$ cat src/hw/rtl/accumulator_alu_with_flags_defines.svh
// Assertion macros shared by the accumulator ALU RTL.
`ifndef ACCUMULATOR_ALU_WITH_FLAGS_DEFINES_SVH
`define ACCUMULATOR_ALU_WITH_FLAGS_DEFINES_SVH

// Same-cycle implication, disabled while reset is asserted.
`define ACC_ALU_ASSERT_SAME(label, clk, rst_n, ante, cons, msg) \
  label: assert property (@(posedge clk) disable iff (!rst_n) (ante) |-> (cons)) \
    else $error(msg);

// Next-cycle implication, disabled while reset is asserted.
`define ACC_ALU_ASSERT_NEXT(label, clk, rst_n, ante, cons, msg) \
  label: assert property (@(posedge clk) disable iff (!rst_n) (ante) |=> (cons)) \
    else $error(msg);

`endif

$ cat src/hw/rtl/acc_alu_pkg.sv
// Package: opcodes and architectural state type for the accumulator ALU.
package acc_alu_pkg;

  typedef enum logic [3:0] {
    OP_ADD = 4'd0,
    OP_SUB = 4'd1,
    OP_CMP = 4'd2,
    OP_AND = 4'd3,
    OP_XOR = 4'd4,
    OP_OR  = 4'd5,
    OP_INR = 4'd6,
    OP_DCR = 4'd7,
    OP_INX = 4'd8,
    OP_DCX = 4'd9,
    OP_DAD = 4'd10
  } acc_alu_op_t;

  // Accumulator and the five condition flags.
  typedef struct packed {
    logic [7:0] acc;
    logic       zero;
    logic       sign;
    logic       parity;
    logic       carry;
    logic       aux_carry;
  } acc_alu_state_t;

endpackage

$ cat src/hw/rtl/acc_alu_core.sv
// Combinational datapath: one ALU operation against the current state.
module acc_alu_core
  import acc_alu_pkg::*;
(
  input  logic [3:0]     op,
  input  logic [7:0]     operand,
  input  logic [15:0]    pair_value,
  input  logic [15:0]    hl_value,
  input  acc_alu_state_t state,
  output acc_alu_state_t state_nxt,
  output logic [7:0]     byte_res,
  output logic [15:0]    pair_res
);

  logic [8:0]  add_sum;
  logic [4:0]  nib_sum;
  logic [7:0]  sub_diff;
  logic [16:0] dad_sum;
  logic        zsp_en;
  logic [7:0]  zsp_val;

  assign add_sum  = {1'b0, state.acc} + {1'b0, operand};
  assign nib_sum  = {1'b0, state.acc[3:0]} + {1'b0, operand[3:0]};
  assign sub_diff = state.acc - operand;
  assign dad_sum  = {1'b0, hl_value} + {1'b0, pair_value};

  always_comb begin
    state_nxt = state;
    byte_res  = '0;
    pair_res  = '0;
    zsp_en    = 1'b0;
    zsp_val   = '0;
    unique case (op)
      OP_ADD: begin
        state_nxt.acc       = add_sum[7:0];
        state_nxt.carry     = add_sum[8];
        state_nxt.aux_carry = nib_sum[4];
        zsp_en              = 1'b1;
        zsp_val             = add_sum[7:0];
      end
      OP_SUB, OP_CMP: begin
        // carry is the borrow; aux carry is the nibble carry of A + ~D + 1
        if (op == OP_SUB) begin
          state_nxt.acc = sub_diff;
        end
        state_nxt.carry     = (state.acc < operand);
        state_nxt.aux_carry = (state.acc[3:0] >= operand[3:0]);
        zsp_en              = 1'b1;
        zsp_val             = sub_diff;
      end
      OP_AND, OP_XOR, OP_OR: begin
        unique case (op)
          OP_AND:  zsp_val = state.acc & operand;
          OP_XOR:  zsp_val = state.acc ^ operand;
          default: zsp_val = state.acc | operand;
        endcase
        state_nxt.acc       = zsp_val;
        state_nxt.carry     = 1'b0;
        state_nxt.aux_carry = 1'b0;
        zsp_en              = 1'b1;
      end
      OP_INR: begin
        byte_res            = operand + 8'd1;
        state_nxt.aux_carry = (operand[3:0] == 4'hf);
        zsp_en              = 1'b1;
        zsp_val             = byte_res;
      end
      OP_DCR: begin
        byte_res            = operand - 8'd1;
        state_nxt.aux_carry = (operand[3:0] != 4'h0);
        zsp_en              = 1'b1;
        zsp_val             = byte_res;
      end
      OP_INX: pair_res = pair_value + 16'd1;
      OP_DCX: pair_res = pair_value - 16'd1;
      OP_DAD: begin
        pair_res        = dad_sum[15:0];
        state_nxt.carry = dad_sum[16];
      end
      default: begin
        // unused opcodes: state held, empty byte and pair results
      end
    endcase
    if (zsp_en) begin
      state_nxt.zero   = (zsp_val == 8'h00);
      state_nxt.sign   = zsp_val[7];
      state_nxt.parity = ~^zsp_val;
    end
  end

endmodule

$ cat src/hw/rtl/accumulator_alu_with_flags.sv
// Top level: accumulator ALU with condition flags, input stage and result register.
//
//   channel | valid     | ready     | payload
//   --------+-----------+-----------+------------------------------------------
//   in      | in_valid  | in_ready  | req_type, operand, pair_value, hl_value
//   out     | out_valid | out_ready | acc_out, byte_result, pair_result, flags
//
// An accepted input loads the input register; the ALU logic is loaded into the
// result register when the input stage advances, which waits on a stalled output.
// Throughput is one item per cycle while the output is not stalled;
// the accumulator/flag update loop closes through the combinational core.
// Reset (rst_n low, synchronous) empties both stages and clears accumulator and flags.
// A stalled output holds the result register; the input stage then fills and
// in_ready drops until out_ready returns.
`include "accumulator_alu_with_flags_defines.svh"

module accumulator_alu_with_flags
  import acc_alu_pkg::*;
(
  input  logic        clk,
  input  logic        rst_n,
  input  logic        in_valid,
  output logic        in_ready,
  input  logic [3:0]  in_req_type,
  input  logic [7:0]  in_operand,
  input  logic [15:0] in_pair_value,
  input  logic [15:0] in_hl_value,
  output logic        out_valid,
  input  logic        out_ready,
  output logic [7:0]  out_acc_out,
  output logic [7:0]  out_byte_result,
  output logic [15:0] out_pair_result,
  output logic        out_zero_flag,
  output logic        out_sign_flag,
  output logic        out_parity_flag,
  output logic        out_carry_flag,
  output logic        out_aux_carry_flag
);

  // input stage
  logic        s1_valid_r;
  logic [3:0]  s1_op_r;
  logic [7:0]  s1_operand_r;
  logic [15:0] s1_pair_r;
  logic [15:0] s1_hl_r;

  // architectural state and result register
  acc_alu_state_t state_r;
  acc_alu_state_t state_nxt;
  logic           out_valid_r;
  acc_alu_state_t out_state_r;
  logic [7:0]     out_byte_r;
  logic [15:0]    out_pair_r;
  logic [7:0]     byte_nxt;
  logic [15:0]    pair_nxt;

  logic out_adv;
  logic s1_adv;

  // The result register frees when empty or being taken; the input stage
  // moves whenever it holds an item and the result register frees.
  assign out_adv  = !out_valid_r || out_ready;
  assign s1_adv   = s1_valid_r && out_adv;
  assign in_ready = !s1_valid_r || out_adv;

  acc_alu_core u_core (
    .op         (s1_op_r),
    .operand    (s1_operand_r),
    .pair_value (s1_pair_r),
    .hl_value   (s1_hl_r),
    .state      (state_r),
    .state_nxt  (state_nxt),
    .byte_res   (byte_nxt),
    .pair_res   (pair_nxt)
  );

  // Control: stage valids and the accumulator/flags, which reset clears.
  always_ff @(posedge clk) begin
    if (!rst_n) begin
      s1_valid_r  <= 1'b0;
      out_valid_r <= 1'b0;
      state_r     <= '0;
    end else begin
      if (in_ready) begin
        s1_valid_r <= in_valid;
      end
      if (out_adv) begin
        out_valid_r <= s1_valid_r;
      end
      // commit state only when the item moves into the result register
      if (s1_adv) begin
        state_r <= state_nxt;
      end
    end
  end

  // Payload: input fields load on accept, results load on advance; hold otherwise.
  always_ff @(posedge clk) begin
    if (in_valid && in_ready) begin
      s1_op_r      <= in_req_type;
      s1_operand_r <= in_operand;
      s1_pair_r    <= in_pair_value;
      s1_hl_r      <= in_hl_value;
    end
    if (s1_adv) begin
      out_state_r <= state_nxt;
      out_byte_r  <= byte_nxt;
      out_pair_r  <= pair_nxt;
    end
  end

  assign out_valid          = out_valid_r;
  assign out_acc_out        = out_state_r.acc;
  assign out_byte_result    = out_byte_r;
  assign out_pair_result    = out_pair_r;
  assign out_zero_flag      = out_state_r.zero;
  assign out_sign_flag      = out_state_r.sign;
  assign out_parity_flag    = out_state_r.parity;
  assign out_carry_flag     = out_state_r.carry;
  assign out_aux_carry_flag = out_state_r.aux_carry;

  // A shown result always mirrors the committed accumulator and flags.
  `ACC_ALU_ASSERT_SAME(a_out_matches_state, clk, rst_n, out_valid_r, out_state_r == state_r, "result register differs from committed state")

  // INX and DCX leave every flag untouched.
  `ACC_ALU_ASSERT_NEXT(a_pair_ops_keep_flags, clk, rst_n, s1_adv && (s1_op_r == OP_INX || s1_op_r == OP_DCX), state_r[4:0] == $past(state_r[4:0]), "INX/DCX changed a flag")

  // Byte and pair results never both carry data.
  `ACC_ALU_ASSERT_SAME(a_results_exclusive, clk, rst_n, out_valid_r && out_pair_r != 16'h0000, out_byte_r == 8'h00, "byte and pair result both set")

  // A full input stage behind a stalled result must block the input.
  `ACC_ALU_ASSERT_SAME(a_backpressure, clk, rst_n, s1_valid_r && out_valid_r && !out_ready, !in_ready, "input accepted while both stages are blocked")

endmodule

$ cat config.mk
export PLATFORM = sky130hd
export DESIGN_NAME = accumulator_alu_with_flags
export DESIGN_NICKNAME = d
export VERILOG_FILES = /design/src/hw/rtl/acc_alu_pkg.sv /design/src/hw/rtl/acc_alu_core.sv /design/src/hw/rtl/accumulator_alu_with_flags.sv
export VERILOG_INCLUDE_DIRS = /design/src /design/src/hw/rtl
export SDC_FILE = /design/constraint.sdc
export NUM_CORES = 1
export LEC_CHECK = 0
export BUFFER_PORTS_ARGS = -buffer_cell sky130_fd_sc_hd__buf_2
export CORE_MARGIN = 1
export CORE_UTILIZATION = 55
export CTS_BUF_LIST = sky130_fd_sc_hd__clkbuf_2
export CTS_CLUSTER_SIZE = 40
export DETAILED_ROUTE_END_ITERATION = 10
export PLACE_DENSITY = 0.77
export SLEW_MARGIN = 20
export SYNTH_ARGS = -nofsm -noshare
export SYNTH_HDL_FRONTEND = slang
export SYNTH_SLANG_ARGS = --single-unit
$ cat constraint.sdc
create_clock -name clk -period 7.2 [get_ports clk]
set_input_delay 1.08 -clock clk [delete_from_list [all_inputs] [get_ports clk]]
set_output_delay 1.08 -clock clk [all_outputs]
set_load 0.01 [all_outputs]
==> results by group <==
Status
  • Result of the run: completed

STA
  • Worst setup margin: between 3000 and 4000 ps
  • Shortest period the worst path allows: 3970 ps
  • Final Hold Viols: 0
  • Post-route clock skew: 41.7 ps
  • Tightest hold margin: 492 ps
  • Total setup violations reported at the end of the flow: 0
  • RSZ-0062 raised after global routing: no
  • Peak clock frequency supported by timing: 0.252 GHz
  • Worst slew margin relative to its limit: 0.406
  • Sum of negative setup slack: 0 ps
  • Share of the cycle needed by the critical path after routing: 0.552
  • Slew of the pin with the lowest slew margin: 886 ps
  • Final Max Tran Viols: 0

Floorplan
  • Height of the die: 109 um
  • Core Region: 11000 sq um
  • Die width: 109 um
  • Number of cell rows: 38
  • Number of top-level design ports: a little under 90
  • Full die area: 11800 sq um
  • Effective utilization at floorplan: 0.572

Placed design
  • Count of buffers inserted at the top-level ports: 86
  • Number of cells after detailed placement: 820
  • Placer's final routability congestion estimate: just over 0.9
  • Placement Cell Area: 6810 sq um
  • Placement-stage worst setup slack: around 3300 ps
  • Placed wire-length estimate after detailed placement: 11300 um

Clocking
  • Number of buffers between clock root and the deepest sink: 2
  • Count of hold buffers inserted by post-cts repair: 0
  • Clock input transition at the sequential cells of the worst setup and hold paths: 270 ps
  • Resize count post-CTS: 0
  • CTS Sinks: 96
  • Number of H-tree levels: 3
  • Latest clock arrival within the worst-skew pair: between 600 and 700 ps
  • Post-CTS setup buffer count: 0
  • Clock Tree Root: sky130_fd_sc_hd__clkbuf_2
  • TritonCTS Buffers: 9
  • TritonCTS clock tree: built

Global route
  • Overflow left after global routing: 0
  • Maximum number of pins on one net before global-route repair: 45
  • Number of global-route vias before repair: 4943
  • All-layer global routing usage: 0.271
  • Number of antenna violations at the first check in global routing: 0
  • First-pass GRT wire length: 24300 um

Power
  • Pint: 0.844 mW
  • Share of power burned in registers: 0.537
  • Ratio of total power to cell area: 179 nW/um^2
  • Proportion of total power due to net switching: 0.318
  • Leak pwr: between 2 and 3 nW
  • Portion of total power attributed to combinational logic: 0.239
  • Overall power: 1.24 mW
  • Switching power summed over all nets: 0.393 mW
  • Portion of total power attributed to the clock network: 0.224
  • Worst VDD drop: 130 uV

Logic synthesis
  • Proportion of synthesized chip area in sequential cells: 0.435
  • Top post-synthesis cells by count: sky130_fd_sc_hd__edfxtp_1, sky130_fd_sc_hd__ha_1, sky130_fd_sc_hd__nor2_1
  • Gate count after technology mapping: just over 600
  • Commonest register cell after synthesis: sky130_fd_sc_hd__edfxtp_1
  • Number of distinct library cells after synthesis: 61
  • Post-Syn Area: 6280 sq um
  • Ys Warns: 0
  • Per-instance average area after synthesis: 10.3 sq um
  • Share of the synthesized area in the top cell type: 0.387
  • Most frequent cell after synthesis: sky130_fd_sc_hd__edfxtp_1
  • Leading cell types by total area after synthesis: sky130_fd_sc_hd__edfxtp_1, sky130_fd_sc_hd__ha_1, sky130_fd_sc_hd__dfxtp_1
  • Async set-or-reset flop fraction in the synthesized netlist: 0
  • Yosys top cell by area: sky130_fd_sc_hd__edfxtp_1
  • Post-Syn Nets: 725
  • EDFF count, synth: just over 80
  • Total of flip-flops plus latches after synthesis: 96

Cells and area
  • Final layout net count: between 800 and 900
  • Diodes inserted: 0
  • Fillers: 871
  • Non-filler instance count after layout: about 840
  • End-of-flow core utilization: 0.631
  • FF+latch area: about 2700 sq um
  • Area of the multi-input gates: between 3000 and 4000 sq um
  • Layout cell share with drive strength beyond 1: 0.168
  • Final standard cell area without fillers: between 6000 and 7000 sq um
  • Area growth syn-to-layout: 10.4%

Critical path
  • Endpoint required time on the critical path: 7650 ps
  • Category of the worst setup path capture point: flop
  • Critical register-to-register path endpoint: out_pair_result[14]
  • Depth of the worst register-to-register path: 11
  • Critical path type: flop to flop
  • Maximum fanout encountered on the critical timing path: 27
  • Reg2reg setup slack: 3230 ps
  • Type of origin of the critical path: flop
  • Launch point of the worst path: s1_op_r[3]
  • Data arrival time of the worst path: 4420 ps
  • Reg-to-reg startpoint: s1_op_r[3]
  • Timing endpoint of the critical path: out_pair_result[14]

Route
  • Remaining design rule violation count: 0
  • Starting DRC count in detailed routing: 406
  • Drt total wl: 15300 um
  • Detailed Routing Iterations Pass 1: 5
  • Total number of vias: 5050
  • Residual antenna-violating net count after detailed routing: 0
  • Drt via density: 6.04
  • Wire length per cell: 18.3 um

Job
  • Max cap viols: 0

Worst hold path
  • Classification of the worst-slack hold path: flop to flop
## routing by layer
layer	track usage	part of all wire
met5	0	0
met2	0.464	0.50
met4	0.0956	0.017
met1	0.344	0.42
met3	0.0484	0.062
## power groups by stage
stage                     combinational, mW  sequential, mW  clock, mW
after global routing                  0.327           0.668      0.296
after CTS                             0.292           0.664      0.277
after global placement                0.282           0.676          0
after detailed placement              0.290           0.676          0
after floorplan                       0.209           0.674          0
final                                 0.295           0.664      0.277
## registers in the layout, summed over array words and instances, names as in the netlist
signal and count:
out_acc_out 8, out_aux_carry_flag 1, out_byte_result 8, out_carry_flag 1
out_pair_result 16, out_parity_flag 1, out_sign_flag 1, out_valid 1
out_zero_flag 1, s1_hl_r 16, s1_op_r 4, s1_operand_r 8
s1_pair_r 16, s1_valid_r 1, state_r 13
## layout make-up
type                       count  area share
inverter                      39      0.0211
clock buffer                   9     0.00650
timing repair buffer          88      0.0643
tap                          140      0.0253
multi-input combinational    457       0.478
clock inverter                 7      0.0103
sequential                    96       0.394
## cell usage in the layout (no fill, tap or decap), types with 4 or more instances in the layout
cell type,count
sky130_fd_sc_hd__nor2b_1,6
sky130_fd_sc_hd__a22oi_1,8
sky130_fd_sc_hd__fa_1,4
sky130_fd_sc_hd__o22ai_1,17
sky130_fd_sc_hd__nor3_1,11
sky130_fd_sc_hd__o21bai_1,12
sky130_fd_sc_hd__a31oi_1,6
sky130_fd_sc_hd__inv_1,37
sky130_fd_sc_hd__a21o_1,19
sky130_fd_sc_hd__mux2i_1,5
sky130_fd_sc_hd__nand4_1,4
sky130_fd_sc_hd__xnor2_1,32
sky130_fd_sc_hd__edfxtp_1,81
sky130_fd_sc_hd__o31ai_1,5
sky130_fd_sc_hd__buf_2,86
sky130_fd_sc_hd__a21oi_1,39
sky130_fd_sc_hd__a221o_1,4
sky130_fd_sc_hd__a211oi_1,10
sky130_fd_sc_hd__nand2b_1,9
sky130_fd_sc_hd__xor2_1,9
sky130_fd_sc_hd__clkbuf_2,9
sky130_fd_sc_hd__dfxtp_1,15
sky130_fd_sc_hd__ha_1,61
sky130_fd_sc_hd__o21a_1,8
sky130_fd_sc_hd__o21ai_0,22
sky130_fd_sc_hd__nor2_1,56
sky130_fd_sc_hd__nand3_1,9
sky130_fd_sc_hd__nand2_1,45
sky130_fd_sc_hd__o211a_1,7
## how the worst min path moves through the flow
| stage | from | end | cells past startpoint |
|---|---|---|---|
| 3_3_place_gp | state_r[3] | state_r[3] | 2 |
| 2_1_floorplan | state_r[3] | state_r[3] | 2 |
| 5_1_grt | state_r[3] | state_r[3] | 2 |
| 6_report | state_r[3] | state_r[3] | 2 |
| 3_5_place_dp | state_r[3] | state_r[3] | 2 |
| 4_1_cts | state_r[3] | state_r[3] | 2 |
## kinds of logic after synthesis
group	Yosys count	share of synthesized area
and+or+nand+nor	159	0.118
DFF	96	0.435
muxes	6	0.00977
buffers and inverters	59	0.0375
adders and majority gates	65	0.134
xor gates and xnor gates	41	0.0572
AOI/OAI and AO/OA	186	0.208
## worst max-delay path, cell delays in order, from the launching register on
cell and delay [ps]:
sky130_fd_sc_hd__edfxtp_1 980, sky130_fd_sc_hd__and3_1 350, sky130_fd_sc_hd__nand2_1 110, sky130_fd_sc_hd__inv_1 410, sky130_fd_sc_hd__ha_1 380, sky130_fd_sc_hd__nor2b_1 170
sky130_fd_sc_hd__o31ai_2 290, sky130_fd_sc_hd__a21oi_1 170, sky130_fd_sc_hd__o41ai_2 340, sky130_fd_sc_hd__a211oi_1 200, sky130_fd_sc_hd__o21a_1 220, sky130_fd_sc_hd__o31ai_1 180
No activity file was read; power rests on OpenSTA's default activity.
